`config.mk`:
```
export PLATFORM = sky130hd
export DESIGN_NAME = pretrade_risk_gate
export DESIGN_NICKNAME = d
export VERILOG_FILES = /design/src/sv/prg_pkg.sv /design/src/sv/prg_ctrl.sv /design/src/sv/prg_dp.sv /design/src/sv/pretrade_risk_gate.sv
export SDC_FILE = /design/constraint.sdc
export NUM_CORES = 2
export LEC_CHECK = 0
export ABC_AREA = 1
export BUFFER_PORTS_ARGS = -buffer_cell sky130_fd_sc_hd__buf_2
export CAP_MARGIN = 10
export CORE_MARGIN = 10
export CORE_UTILIZATION = 55
export DETAILED_ROUTE_END_ITERATION = 12
export GPL_TIMING_DRIVEN = 0
export PLACE_DENSITY = 0.75
export SLEW_MARGIN = 20
export SYNTH_ARGS = -nofsm -noshare
export SYNTH_HDL_FRONTEND = slang
export SYNTH_SLANG_ARGS = --single-unit
```
`constraint.sdc`:
```
create_clock -name clk -period 12.8 [get_ports clk]
set_input_delay 0.64 -clock clk [delete_from_list [all_inputs] [get_ports clk]]
set_output_delay 0.64 -clock clk [all_outputs]
set_load 0.05 [all_outputs]
```
`src/sv/prg_pkg.sv`:
```
// Package: shared types, constants and state codes for the pre-trade risk gate.
`default_nettype none
package prg_pkg;

    localparam int unsigned CMD_W    = 3;
    localparam int unsigned STATUS_W = 4;
    localparam int unsigned MONEY_W  = 48;
    localparam int unsigned TIME_W   = 64;
    localparam int unsigned SHARE_W  = 32;
    localparam int unsigned CFG_IDX_W = 3;
    localparam int unsigned CFG_DATA_W = 48;
    localparam int unsigned QUO_W    = 48;
    localparam int unsigned DIV_CNT_W = 6;

    localparam longint unsigned WINDOW_NS = 64'd1000000000;
    localparam longint unsigned MIN_PRICE_NUM = 64'd1000;

    // Parameter defaults
    localparam longint unsigned PRICE_SCALE_DEF     = 64'd1000000;
    localparam longint unsigned MAX_LOSS_STREAK_DEF = 64'd5;
    localparam longint unsigned FEED_A_STALE_NS_DEF = 64'd2000000000;
    localparam longint unsigned FEED_B_STALE_NS_DEF = 64'd2000000000;

    // Commands
    typedef enum logic [CMD_W-1:0] {
        CMD_EVAL      = 3'd0,
        CMD_FEED_A    = 3'd1,
        CMD_FEED_B    = 3'd2,
        CMD_KILL_SET  = 3'd3,
        CMD_KILL_CLR  = 3'd4,
        CMD_FILL      = 3'd5,
        CMD_PNL       = 3'd6,
        CMD_NOP       = 3'd7
    } cmd_t;

    // Result status codes
    typedef enum logic [STATUS_W-1:0] {
        ST_OK      = 4'd0,
        ST_KILL    = 4'd1,
        ST_RATE    = 4'd2,
        ST_LOSS    = 4'd3,
        ST_DRAWDN  = 4'd4,
        ST_STREAK  = 4'd5,
        ST_STALE_A = 4'd6,
        ST_STALE_B = 4'd7,
        ST_SPREAD  = 4'd8,
        ST_CONF    = 4'd9,
        ST_PRICE   = 4'd10,
        ST_POS     = 4'd11,
        ST_TOTAL   = 4'd12
    } status_t;

    // Register indexes
    typedef enum logic [CFG_IDX_W-1:0] {
        REG_MAX_ORDERS  = 3'd0,
        REG_MAX_SHARES  = 3'd1,
        REG_MAX_LOSS    = 3'd2,
        REG_MAX_DRAWDN  = 3'd3,
        REG_MAX_POS     = 3'd4,
        REG_MAX_TOTAL   = 3'd5,
        REG_MAX_SPREAD  = 3'd6,
        REG_MIN_CONF    = 3'd7
    } reg_idx_t;

    typedef enum logic [2:0] {
        S_IDLE,
        S_CHECK,
        S_DIV,
        S_FINISH,
        S_OUT
    } ctl_state_t;

    // Controller to datapath
    typedef struct packed {
        logic load;       // capture the item
        logic check;      // run check chain, register verdict
        logic div_start;  // load divider
        logic div_step;   // one quotient bit
        logic finish;     // size order and commit state
    } dp_cmd_t;

    // Datapath to controller
    typedef struct packed {
        logic need_div;   // evaluation passed all checks up to sizing
        logic div_done;
    } dp_status_t;

endpackage
`default_nettype wire

```
`src/sv/prg_ctrl.sv`:
```
// Controller: sequences one item through check, divide, finish and output.
`default_nettype none
module prg_ctrl (
    input  wire logic                 clk,
    input  wire logic                 rst_n,
    input  wire logic                 in_valid,
    output logic                      in_stall,
    output logic                      out_valid,
    input  wire logic                 out_stall,
    output prg_pkg::dp_cmd_t          cmd,
    input  wire prg_pkg::dp_status_t  stat
);
    import prg_pkg::*;

    ctl_state_t state_reg, state_next;

    // State register
    always_ff @(posedge clk or negedge rst_n)
    begin
        if (!rst_n)
        begin
            state_reg <= S_IDLE;
        end
        else
        begin
            state_reg <= state_next;
        end
    end

    // Next state
    always_comb
    begin
        state_next = state_reg;
        case (state_reg)
            S_IDLE:
            begin
                if (in_valid)
                begin
                    state_next = S_CHECK;
                end
            end
            S_CHECK:  state_next = S_DIV;
            S_DIV:
            begin
                if (!stat.need_div || stat.div_done)
                begin
                    state_next = S_FINISH;
                end
            end
            S_FINISH: state_next = S_OUT;
            S_OUT:
            begin
                if (!out_stall)
                begin
                    state_next = in_valid ? S_CHECK : S_IDLE;
                end
            end
            default:  state_next = S_IDLE;
        endcase
    end

    // Outputs
    always_comb
    begin
        cmd = '0;
        in_stall = 1'b1;
        out_valid = 1'b0;
        case (state_reg)
            S_IDLE:
            begin
                in_stall = 1'b0;
                cmd.load = in_valid;
            end
            S_CHECK:
            begin
                cmd.check = 1'b1;
                cmd.div_start = 1'b1;
            end
            S_DIV:    cmd.div_step = stat.need_div && !stat.div_done;
            S_FINISH: cmd.finish = 1'b1;
            S_OUT:
            begin
                out_valid = 1'b1;
                in_stall = out_stall;
                cmd.load = in_valid && !out_stall;
            end
            default:  cmd = '0;
        endcase
    end

endmodule
`default_nettype wire

```
`src/sv/prg_dp.sv`:
```
// Datapath: registers, check chain, restoring divider and state updates.
`default_nettype none
module prg_dp #(
    parameter longint unsigned PRICE_SCALE     = prg_pkg::PRICE_SCALE_DEF,
    parameter longint unsigned MAX_LOSS_STREAK = prg_pkg::MAX_LOSS_STREAK_DEF,
    parameter longint unsigned FEED_A_STALE_NS = prg_pkg::FEED_A_STALE_NS_DEF,
    parameter longint unsigned FEED_B_STALE_NS = prg_pkg::FEED_B_STALE_NS_DEF
) (
    input  wire logic                           clk,
    input  wire logic                           rst_n,
    input  wire prg_pkg::dp_cmd_t               cmd_i,
    output prg_pkg::dp_status_t                 stat,
    input  wire logic                           cfg_we,
    input  wire logic [prg_pkg::CFG_IDX_W-1:0]  cfg_idx,
    input  wire logic [prg_pkg::CFG_DATA_W-1:0] cfg_data,
    input  wire logic [prg_pkg::CMD_W-1:0]      cmd,
    input  wire logic [63:0]                    now_ns,
    input  wire logic [31:0]                    order_price,
    input  wire logic [31:0]                    req_shares,
    input  wire logic [31:0]                    spread,
    input  wire logic [15:0]                    confidence,
    input  wire logic signed [47:0]             market_exposure,
    input  wire logic signed [47:0]             amount,
    output logic [prg_pkg::STATUS_W-1:0]        status,
    output logic [31:0]                         approved_shares,
    output logic                                kill_active
);
    import prg_pkg::*;

    localparam logic signed [49:0] S48_MAX = 50'sh0_7FFF_FFFF_FFFF;
    localparam logic signed [49:0] S48_MIN = -50'sh0_8000_0000_0000;

    // Configuration registers
    logic [15:0]        max_orders_reg;
    logic [31:0]        max_shares_reg;
    logic [46:0]        max_loss_reg;
    logic [46:0]        max_dd_reg;
    logic signed [47:0] max_pos_reg;
    logic signed [47:0] max_tot_reg;
    logic [31:0]        max_spread_reg;
    logic [15:0]        min_conf_reg;

    always_ff @(posedge clk or negedge rst_n)
    begin
        if (!rst_n)
        begin
            max_orders_reg <= 16'd50;
            max_shares_reg <= 32'd1000;
            max_loss_reg   <= 47'd500000000;
            max_dd_reg     <= 47'd500000000;
            max_pos_reg    <= 48'sd100000000;
            max_tot_reg    <= 48'sd1000000000;
            max_spread_reg <= 32'd50000;
            min_conf_reg   <= 16'd32768;
        end
        else if (cfg_we)
        begin
            case (reg_idx_t'(cfg_idx))
                REG_MAX_ORDERS: max_orders_reg <= cfg_data[15:0];
                REG_MAX_SHARES: max_shares_reg <= cfg_data[31:0];
                REG_MAX_LOSS:   max_loss_reg   <= cfg_data[46:0];
                REG_MAX_DRAWDN: max_dd_reg     <= cfg_data[46:0];
                REG_MAX_POS:    max_pos_reg    <= cfg_data[47:0];
                REG_MAX_TOTAL:  max_tot_reg    <= cfg_data[47:0];
                REG_MAX_SPREAD: max_spread_reg <= cfg_data[31:0];
                REG_MIN_CONF:   min_conf_reg   <= cfg_data[15:0];
                default:        max_orders_reg <= max_orders_reg;
            endcase
        end
    end

    // Captured item
    cmd_t               cmd_reg;
    logic [63:0]        now_reg;
    logic [31:0]        price_reg;
    logic [31:0]        req_reg;
    logic [31:0]        spread_reg;
    logic [15:0]        conf_reg;
    logic signed [47:0] mexp_reg;
    logic signed [47:0] amt_reg;

    always_ff @(posedge clk)
    begin
        if (cmd_i.load)
        begin
            cmd_reg    <= cmd_t'(cmd);
            now_reg    <= now_ns;
            price_reg  <= order_price;
            req_reg    <= req_shares;
            spread_reg <= spread;
            conf_reg   <= confidence;
            mexp_reg   <= market_exposure;
            amt_reg    <= amount;
        end
    end

    // Risk state
    logic               kill_reg;
    logic [63:0]        win_start_reg;
    logic [15:0]        win_cnt_reg;
    logic signed [47:0] pnl_reg;
    logic signed [47:0] peak_reg;
    logic [15:0]        streak_reg;
    logic signed [47:0] tot_reg;
    logic [63:0]        feed_a_reg;
    logic [63:0]        feed_b_reg;

    // Check chain (combinational on captured item and state)
    logic               win_restart;
    logic [15:0]        cnt_eff;
    logic [64:0]        win_end;
    logic [64:0]        stale_a_end;
    logic [64:0]        stale_b_end;
    logic signed [49:0] room_m;
    logic signed [49:0] room_t;
    logic signed [49:0] dd;
    status_t            chk_status;
    logic               chk_kill;

    assign win_end     = {1'b0, win_start_reg} + 65'(WINDOW_NS);
    assign stale_a_end = {1'b0, feed_a_reg} + 65'(FEED_A_STALE_NS);
    assign stale_b_end = {1'b0, feed_b_reg} + 65'(FEED_B_STALE_NS);
    assign win_restart = (win_start_reg == 64'd0) || ({1'b0, now_reg} >= win_end);
    assign cnt_eff     = win_restart ? 16'd0 : win_cnt_reg;
    assign room_m      = 50'(max_pos_reg) - 50'(mexp_reg);
    assign room_t      = 50'(max_tot_reg) - 50'(tot_reg);
    assign dd          = 50'(peak_reg) - 50'(pnl_reg);

    always_comb
    begin
        chk_status = ST_OK;
        chk_kill = 1'b0;
        if (kill_reg)
            chk_status = ST_KILL;
        else if (max_orders_reg != 16'd0 && cnt_eff >= max_orders_reg)
            chk_status = ST_RATE;
        else if (50'(pnl_reg) <= -$signed({3'b000, max_loss_reg}))
        begin
            chk_status = ST_LOSS;
            chk_kill = 1'b1;
        end
        else if (dd >= $signed({3'b000, max_dd_reg}))
        begin
            chk_status = ST_DRAWDN;
            chk_kill = 1'b1;
        end
        else if (MAX_LOSS_STREAK > 0 && 64'(streak_reg) >= MAX_LOSS_STREAK)
        begin
            chk_status = ST_STREAK;
            chk_kill = 1'b1;
        end
        else if (FEED_A_STALE_NS > 0 && feed_a_reg != 64'd0
                 && {1'b0, now_reg} > stale_a_end)
            chk_status = ST_STALE_A;
        else if (FEED_B_STALE_NS > 0 && feed_b_reg != 64'd0
                 && {1'b0, now_reg} > stale_b_end)
            chk_status = ST_STALE_B;
        else if (spread_reg > max_spread_reg)
            chk_status = ST_SPREAD;
        else if (conf_reg < min_conf_reg)
            chk_status = ST_CONF;
        else if ({32'd0, price_reg} * MIN_PRICE_NUM <= PRICE_SCALE)
            chk_status = ST_PRICE;
        else if (room_m <= 50'sd0)
            chk_status = ST_POS;
        else if (room_t <= 50'sd0)
            chk_status = ST_TOTAL;
    end

    // Verdict registers
    status_t     vstat_reg;
    logic        need_div_reg;
    logic        restart_reg;

    // Divider: restoring, one quotient bit per cycle
    logic [QUO_W-1:0]     quo_reg;
    logic [32:0]          rem_reg;
    logic [DIV_CNT_W-1:0] dcnt_reg;
    logic [32:0]          rem_shift;
    logic [QUO_W-1:0]     dividend;

    assign dividend  = (room_m < room_t) ? room_m[QUO_W-1:0] : room_t[QUO_W-1:0];
    assign rem_shift = {rem_reg[31:0], quo_reg[QUO_W-1]};

    always_ff @(posedge clk)
    begin
        if (cmd_i.div_start)
        begin
            quo_reg  <= dividend;
            rem_reg  <= '0;
            dcnt_reg <= DIV_CNT_W'(QUO_W);
        end
        else if (cmd_i.div_step)
        begin
            if (rem_shift >= {1'b0, price_reg})
            begin
                rem_reg <= rem_shift - {1'b0, price_reg};
                quo_reg <= {quo_reg[QUO_W-2:0], 1'b1};
            end
            else
            begin
                rem_reg <= rem_shift;
                quo_reg <= {quo_reg[QUO_W-2:0], 1'b0};
            end
            dcnt_reg <= dcnt_reg - DIV_CNT_W'(1);
        end
    end

    always_ff @(posedge clk or negedge rst_n)
    begin
        if (!rst_n)
        begin
            vstat_reg    <= ST_OK;
            need_div_reg <= 1'b0;
            restart_reg  <= 1'b0;
        end
        else if (cmd_i.check)
        begin
            vstat_reg    <= chk_status;
            need_div_reg <= (cmd_reg == CMD_EVAL) && (chk_status == ST_OK);
            restart_reg  <= win_restart;
        end
    end

    assign stat.need_div = need_div_reg;
    assign stat.div_done = (dcnt_reg == '0);

    // Sizing
    logic [31:0] allowed;
    logic [31:0] alw_cap;
    assign allowed = (quo_reg[QUO_W-1:32] != '0) ? 32'hFFFF_FFFF : quo_reg[31:0];
    assign alw_cap = (max_shares_reg != 32'd0 && allowed > max_shares_reg)
                     ? max_shares_reg : allowed;

    // Accumulator sums
    logic signed [49:0] pnl_sum;
    logic signed [49:0] tot_sum;
    logic signed [47:0] pnl_sat;
    logic signed [47:0] tot_sat;
    assign pnl_sum = 50'(pnl_reg) + 50'(amt_reg);
    assign tot_sum = 50'(tot_reg) + 50'(amt_reg);
    assign pnl_sat = (pnl_sum > S48_MAX) ? S48_MAX[47:0] :
                     (pnl_sum < S48_MIN) ? S48_MIN[47:0] : pnl_sum[47:0];
    assign tot_sat = (tot_sum > S48_MAX) ? S48_MAX[47:0] :
                     (tot_sum < S48_MIN) ? S48_MIN[47:0] : tot_sum[47:0];

    // Result and state commit
    status_t     res_stat_reg;
    logic [31:0] res_sh_reg;

    always_ff @(posedge clk or negedge rst_n)
    begin
        if (!rst_n)
        begin
            kill_reg      <= 1'b0;
            win_start_reg <= '0;
            win_cnt_reg   <= '0;
            pnl_reg       <= '0;
            peak_reg      <= '0;
            streak_reg    <= '0;
            tot_reg       <= '0;
            feed_a_reg    <= '0;
            feed_b_reg    <= '0;
            res_stat_reg  <= ST_OK;
            res_sh_reg    <= '0;
        end
        else if (cmd_i.finish)
        begin
            res_stat_reg <= ST_OK;
            res_sh_reg   <= '0;
            case (cmd_reg)
                CMD_EVAL:
                begin
                    if (vstat_reg != ST_KILL && restart_reg)
                    begin
                        win_start_reg <= now_reg;
                        win_cnt_reg   <= '0;
                    end
                    if (vstat_reg == ST_LOSS || vstat_reg == ST_DRAWDN
                        || vstat_reg == ST_STREAK)
                    begin
                        kill_reg <= 1'b1;
                    end
                    if (vstat_reg != ST_OK)
                        res_stat_reg <= vstat_reg;
                    else if (alw_cap == 32'd0)
                        res_stat_reg <= ST_TOTAL;
                    else
                    begin
                        res_sh_reg <= (req_reg < alw_cap) ? req_reg : alw_cap;
                        if (restart_reg)
                            win_cnt_reg <= 16'd1;
                        else if (win_cnt_reg != 16'hFFFF)
                            win_cnt_reg <= win_cnt_reg + 16'd1;
                    end
                end
                CMD_FEED_A:   feed_a_reg <= now_reg;
                CMD_FEED_B:   feed_b_reg <= now_reg;
                CMD_KILL_SET: kill_reg <= 1'b1;
                CMD_KILL_CLR: kill_reg <= 1'b0;
                CMD_FILL:     tot_reg <= tot_sat;
                CMD_PNL:
                begin
                    pnl_reg <= pnl_sat;
                    if (pnl_sat > peak_reg)
                        peak_reg <= pnl_sat;
                    if (amt_reg < 48'sd0)
                    begin
                        if (streak_reg != 16'hFFFF)
                            streak_reg <= streak_reg + 16'd1;
                    end
                    else if (amt_reg > 48'sd0)
                        streak_reg <= '0;
                end
                default: res_sh_reg <= '0;
            endcase
        end
    end

    assign status          = res_stat_reg;
    assign approved_shares = res_sh_reg;
    assign kill_active     = kill_reg;

endmodule
`default_nettype wire

```
`src/sv/pretrade_risk_gate.sv`:
```
// Top level of the pre-trade risk gate: controller plus datapath.
//  channel | direction | handshake          | payload
//  input   | in        | in_valid/in_stall  | cmd now_ns order_price req_shares spread ...
//  output  | out       | out_valid/out_stall| status approved_shares kill_active
//  config  | in        | cfg_we             | cfg_idx cfg_data
// An item passes the check, divide, finish and output states; an evaluation
// reaching sizing runs the 48-step restoring divider, one quotient bit a cycle.
// Reset clears all risk state and loads register defaults; no clearing pass.
// A held output stalls the input; the next item is taken in the cycle the
// result transfers.
`default_nettype none
module pretrade_risk_gate #(
    parameter longint unsigned PRICE_SCALE     = prg_pkg::PRICE_SCALE_DEF,
    parameter longint unsigned MAX_LOSS_STREAK = prg_pkg::MAX_LOSS_STREAK_DEF,
    parameter longint unsigned FEED_A_STALE_NS = prg_pkg::FEED_A_STALE_NS_DEF,
    parameter longint unsigned FEED_B_STALE_NS = prg_pkg::FEED_B_STALE_NS_DEF
) (
    input  wire logic                           clk,
    input  wire logic                           rst_n,
    input  wire logic                           in_valid,
    output logic                                in_stall,
    input  wire logic [prg_pkg::CMD_W-1:0]      cmd,
    input  wire logic [63:0]                    now_ns,
    input  wire logic [31:0]                    order_price,
    input  wire logic [31:0]                    req_shares,
    input  wire logic [31:0]                    spread,
    input  wire logic [15:0]                    confidence,
    input  wire logic signed [47:0]             market_exposure,
    input  wire logic signed [47:0]             amount,
    output logic                                out_valid,
    input  wire logic                           out_stall,
    output logic [prg_pkg::STATUS_W-1:0]        status,
    output logic [31:0]                         approved_shares,
    output logic                                kill_active,
    input  wire logic                           cfg_we,
    input  wire logic [prg_pkg::CFG_IDX_W-1:0]  cfg_idx,
    input  wire logic [prg_pkg::CFG_DATA_W-1:0] cfg_data
);
    import prg_pkg::*;

    dp_cmd_t    dcmd;
    dp_status_t dstat;

    prg_ctrl u_ctrl (
        .clk       (clk),
        .rst_n     (rst_n),
        .in_valid  (in_valid),
        .in_stall  (in_stall),
        .out_valid (out_valid),
        .out_stall (out_stall),
        .cmd       (dcmd),
        .stat      (dstat)
    );

    prg_dp #(
        .PRICE_SCALE     (PRICE_SCALE),
        .MAX_LOSS_STREAK (MAX_LOSS_STREAK),
        .FEED_A_STALE_NS (FEED_A_STALE_NS),
        .FEED_B_STALE_NS (FEED_B_STALE_NS)
    ) u_dp (
        .clk             (clk),
        .rst_n           (rst_n),
        .cmd_i           (dcmd),
        .stat            (dstat),
        .cfg_we          (cfg_we),
        .cfg_idx         (cfg_idx),
        .cfg_data        (cfg_data),
        .cmd             (cmd),
        .now_ns          (now_ns),
        .order_price     (order_price),
        .req_shares      (req_shares),
        .spread          (spread),
        .confidence      (confidence),
        .market_exposure (market_exposure),
        .amount          (amount),
        .status          (status),
        .approved_shares (approved_shares),
        .kill_active     (kill_active)
    );

endmodule
`default_nettype wire
```
## Word level (Yosys, flattened, before mapping)

Index checks and enable logic that the tools add are counted.

| storage, ports and cells | value |
|---|---|
| logic and storage cells | 200 |
| output and inout bits | 39 |
| register bits | 1061 |

| cells by class | value |
|---|---|
| order comparisons | 23 |
| add/subtract/negate cells | 13 |
| equality and inequality tests | 28 |
| multiply operators | 1 |
| reduce and logical (&&, ||, !) cells | 49 |
| mux-type cells | 52 |

Operator list:

| kind | number |
|---|---|
| $mux W48 | 7 |
| $mux W32 | 7 |
| $sub A48 B48 Y49 | 3 |
| $mux W16 | 9 |
| $add A64 B31 Y65 const B | 2 |
| $gt A64 B65 Y1 | 2 |
| $reduce_bool A64 Y1 | 2 |
| $gt A50 B48 Y1 const B | 2 |
| $le A50 B1 Y1 const B | 2 |
| $lt A50 B48 Y1 const B | 2 |
| $add A48 B48 Y49 | 2 |
| $add A64 B30 Y65 const B | 1 |
| $ge A64 B65 Y1 | 1 |
| $gt A32 B32 Y1 | 2 |
| $logic_not A64 Y1 | 1 |
| $mux W4 | 15 |
| $ge A50 B48 Y1 | 1 |
| $le A48 B50 Y1 | 1 |
| $lt A50 B50 Y1 | 1 |
| $neg A47 Y50 | 1 |
| $gt A48 B1 Y1 const B | 1 |
| $gt A48 B48 Y1 | 1 |
| $lt A48 B1 Y1 const B | 1 |
| $le A42 B20 Y1 const B | 1 |
| other kinds (39) | 98 |

## Longest topological paths before layout

| depth | value |
|---|---|
| word-level depth | 16 |
| mapped depth | 44 |
| gate-level depth less buffers | 44 |

## Hierarchy

A second synthesis with hierarchy kept.

| second synthesis, totals | value |
|---|---|
| cells, all modules | 10757 |
| area, all modules | 82248.9 µm² |

Modules (own cells, without submodules):

| module | cells each | instances | seq. area each (µm²) | area each (µm²) |
|---|---|---|---|---|
| prg_dp | 10729 | 1 | 27985.6 | 82019.9 |
| prg_ctrl | 28 | 1 | 75.1 | 229.0 |

## Least setup slack after synthesis

OpenSTA, ideal clock, no wires.

| timing | value |
|---|---|
| path kind | in2reg |
| start point | input out_stall |
| end point | register u_dp.amt_reg[0], enable pin |
| setup slack | -701 ps |
| data required time | 11885 ps |
| cell stages on the path | 3 |
| data arrival time | 12586 ps |
| path through | nand2_1 nand2_1 nor2_1 |

RTL lines:

| what | RTL line | text |
|---|---|---|
| from (decl) | pretrade_risk_gate.sv:31 | `input wire logic out_stall,` |
| to (signal assigned) | prg_dp.sv:93 | `amt_reg <= amount;` |
| to (decl) | prg_dp.sv:80 | `logic signed [47:0] amt_reg;` |

## Worst setup path in the final report

| timing | value |
|---|---|
| start point | register u_dp.win_start_reg[9] |
| end point | register u_dp.need_div_reg |

| on the way | value |
|---|---|
| longest elaborated chain between the ends | 10 |
| elaborated cells between the ends (all ways) | 11 |
| those cells by class | 1 x add/sub; 2 x order compare; 3 x mux; 5 x reduce/logical |

Ends and longest elaborated chain:

| what | RTL line | text |
|---|---|---|
| from (decl) | prg_dp.sv:99 | `logic [63:0] win_start_reg;` |
| from (signal assigned) | prg_dp.sv:276 | `win_start_reg <= now_reg;` |
| $add A64 B30 Y65 | prg_dp.sv:120 | `assign win_end = {1'b0, win_start_reg} + 65'(WINDOW_NS);` |
| $ge A64 B65 Y1 | prg_dp.sv:123 | `assign win_restart = (win_start_reg == 64'd0) \|\| ({1'b0, now_reg} >= win_end);` |
| $logic_or A1 B1 Y1 (*) | prg_dp.sv:123 |  |
| $mux W16 (*) | prg_dp.sv:124 | `assign cnt_eff = win_restart ? 16'd0 : win_cnt_reg;` |
| $ge A16 B16 Y1 (*) | prg_dp.sv:135 | `else if (max_orders_reg != 16'd0 && cnt_eff >= max_orders_reg)` |
| $logic_and A1 B1 Y1 (*) | prg_dp.sv:135 |  |
| $mux W4 (*) | prg_dp.sv:135 |  |
| $mux W4 (*) | prg_dp.sv:133 | `if (kill_reg)` |
| $logic_not A4 Y1 (*) | prg_dp.sv:220 | `need_div_reg <= (cmd_reg == CMD_EVAL) && (chk_status == ST_OK);` |
| $logic_and A1 B1 Y1 (*) | prg_dp.sv:220 |  |
| to (signal assigned) | prg_dp.sv:220 |  |
| to (decl) | prg_dp.sv:172 | `logic need_div_reg;` |

Every way passes the cells marked *; elsewhere a longest branch is shown, timed or not.
A chain may end at the register's enable or synchronous reset.

==> flow_summary.yaml <==
clocking:
  clockRootBuffer: "clkbuf_16"
  clockBufferDepth: 3
  clk_pin_slew_worst_paths_ns: 0.06
  cts_sinks: 1061
  tritoncts: "built"
  clk_latency_ns: 0.80
  cts_resized: 0
  cts-htree-levels: 3
  numCtsBuffers: 119
global_route:
  grt.total_usage_pct: 35.3
  grt_max_degree: 103
  antenna_found_initial: 33
  grt_pass1_vias: 75969
  grt_overflow: 0
  grt_pass1_wl_microns: 456000
logic_synthesis:
  synthTopCellsByCount: "2760 x nand2_1, 1632 x inv_1, 918 x o21ai_0"
  synth_fp_nets: 12288
  synth_async_sr_flop_share_pct: 66.0
  syn_area_per_cell_sq_um: 7.57
  synthTopCellsByArea: "dfrtp_1 19%, ha_1 13%, nand2_1 12%"
  synth_edf_count: 323
  ys_seq_elements: 1061
  ys_types: 83
  netlist_instances: 10952
  syn-cell-area_sq_mm: 0.0829
  yosysMostFrequentCell: "nand2_1"
  ys_warn_count: 0
  ys.flop_type: "dfrtp_1"
  yosys.area.top_type: "dfrtp_1"
  synth_top_area_share_pct: 19.1
  ys_seq_area_share_pct: 33.8
final_layout:
  stdcell_area_sq_mm: 0.0940
  syn_to_final_growth_pct: 13.3
  multi_input_area_sq_mm: 0.0477
  fin_nets: 12975
  fill_cells: 13477
  ff_latch_area_sq_mm: 0.0281
  drive_above_1_share_pct: 7.68
timing:
  period_share_pct: 56.9
  post-route-min-period_ns: 7.28
  hold_ws_ns: 0.0246
  maxSlewHeadroom_pct: 14.7
  setup_violations: 0
  rsz0062_at_grt: "no"
  tightest_slew_ns: 1.28
  drv_slew: 0
  clock.fmax_ghz: 0.137
  hold_violations: 0
  clock_skew_ns: 0.0287
  finalSetupTns_ns: 0
placement:
  dp_hpwl_microns: 246000
  place_area_sq_mm: 0.0878
  portBuffers: 369
  gp_congestion: 1.03
floorplanning:
  dieArea_sq_mm: 0.167
  ioPinCount: 370
  rows: 142
  fp.dieW_microns: 408
  die_h_microns: 408
  initial_core_util_pct: 55.4
  core-area_sq_mm: 0.150
power:
  comb_power_share_pct: 66.7
  p_clk_share_pct: 13.2
  swShare_pct: 53.4
  power_density_mw_per_mm2: 300
  switching_power_mw: 15.1
  peakVddDrop_mv: 0.258
  p_total_mw: 28.2
  p_seq_share_pct: 20.1
  internal_power_mw: 13.1
  p_leak_nw: 46.0
drt:
  avgViaCountPerCell: 5.72
  wl_microns: 304000
  firstDrtPassIters: 6
  antenna_left: 0
  drtIter0Drc: 8097
  dr_total_vias: 78913
  drcViolationCount: 0
  wl_per_cell_microns: 22.0
setup_path:
  critPathSlowestCell: "nor4_1"
  worstPathArrival_ns: 7.96
  cpMostUsedCell: "nand2_1"
  end_kind: "flip-flop"
  cp_max_fo: 8
  cp-start-kind: "flip-flop"
  critPathRequiredTime_ns: 13.48
  max_stage_delay_ns: 0.50
  worstSetupPathType: "flip-flop to flip-flop"
worst_hold_path:
  hold_path.class: "primary input to flip-flop"
status:
  status: "complete, no violations"
run:
  cap_violations: 0
final cells by class:
cell class              count  share of cell area [%]
multi-input cells        8027                    50.8
flip-flops and latches   1061                    29.9
inverters                1642                    6.56
repair buffers            566                    4.35
clock buffers             156                    3.56
well taps                2016                    2.68
plain buffers             222                    1.07
clock inverters            72                   0.984
diodes                     45                   0.120
placed cells by master, fill, tap and decap left out, types with 45 or more instances in the layout:
cell	instances
inv_1	1629
dfrtp_1	633
diode_2	45
nand2_1	2760
fa_1	124
nand4_1	205
nor2_1	819
nand3b_1	51
dlygate4sd3_1	175
xor2_1	260
a31oi_1	50
xnor2_1	120
ha_1	881
a21oi_1	678
nor4_1	117
nor3_1	132
clkbuf_1	188
edfxtp_1	323
o21ai_0	917
o211ai_1	49
clkbuf_16	124
o21ai_1	55
dfstp_2	67
nand3_1	394
buf_2	380
layer usage:
layer  share of wire [%]  track usage (%)
met1                  40             45.8
met2                  45             56.7
met5               0.019                0
met4                 6.1             18.5
met3                 8.2             5.62
metrics by stage:
stage / setup WS, ns / std cells / utilization (%)
after global routing: 4.95 / 13764 / 62.7
after CTS: 5.63 / 13762 / 62.7
after floorplan: 4.01 / 10952 / -
after detailed placement: 5.64 / 13359 / 58.6
final: 5.52 / 13807 / 62.7
after global placement: -3.74 / 13337 / 58.3
power by group through the flow:
stage | sequential (mW) | combinational (mW) | clock, mW
after CTS | 5.62 | 18.5 | 3.76
after floorplan | 5.35 | 13.3 | 0
final | 5.68 | 18.8 | 3.72
after detailed placement | 5.67 | 18.4 | 0
after global placement | 5.75 | 17.9 | 0
after global routing | 5.75 | 21.2 | 3.90
kinds of logic after synthesis:
logic type	share of synthesized area, %
DFF	33.8
AOI/OAI and AO/OA	13.4
and+or+nand+nor	23.8
adders and majority gates	16.3
xor gates and xnor gates	4.05
buffers and inverters	8.64
repair_timing:
action	CTS	global route
hold buffers	175	0
endpoints found under the hold margin	225	0
setup endpoints to repair	0	0
buffers inserted	0	0
worst max-delay path: cells and delay by family (launching register included):
family	cells	cell delay, ns
AOI/OAI and AO/OA	6	1.14
xor gates and xnor gates	1	0.18
adders and majority gates	3	0.82
buffers and inverters	3	0.29
DFF	1	0.43
and+or+nand+nor	28	4.30
worst paths after layout:
kind	startpoint	end	slack [ns]	depth (start not counted)
worst max-delay path	u_dp.win_start_reg[9]	u_dp.need_div_reg	5.52	41
worst min-delay path	market_exposure[17]	u_dp.mexp_reg[17]	0.02	1
worst max register to register	u_dp.win_start_reg[9]	u_dp.need_div_reg	5.52	41
worst min register to register	u_dp.dcnt_reg[0]	u_dp.dcnt_reg[0]	0.46	1
max in group asynchronous	rst_n	u_dp.max_pos_reg[47]	10.46	6
min in group asynchronous	rst_n	u_dp.win_start_reg[22]	0.35	2
(Power assumes the default switching activity.)
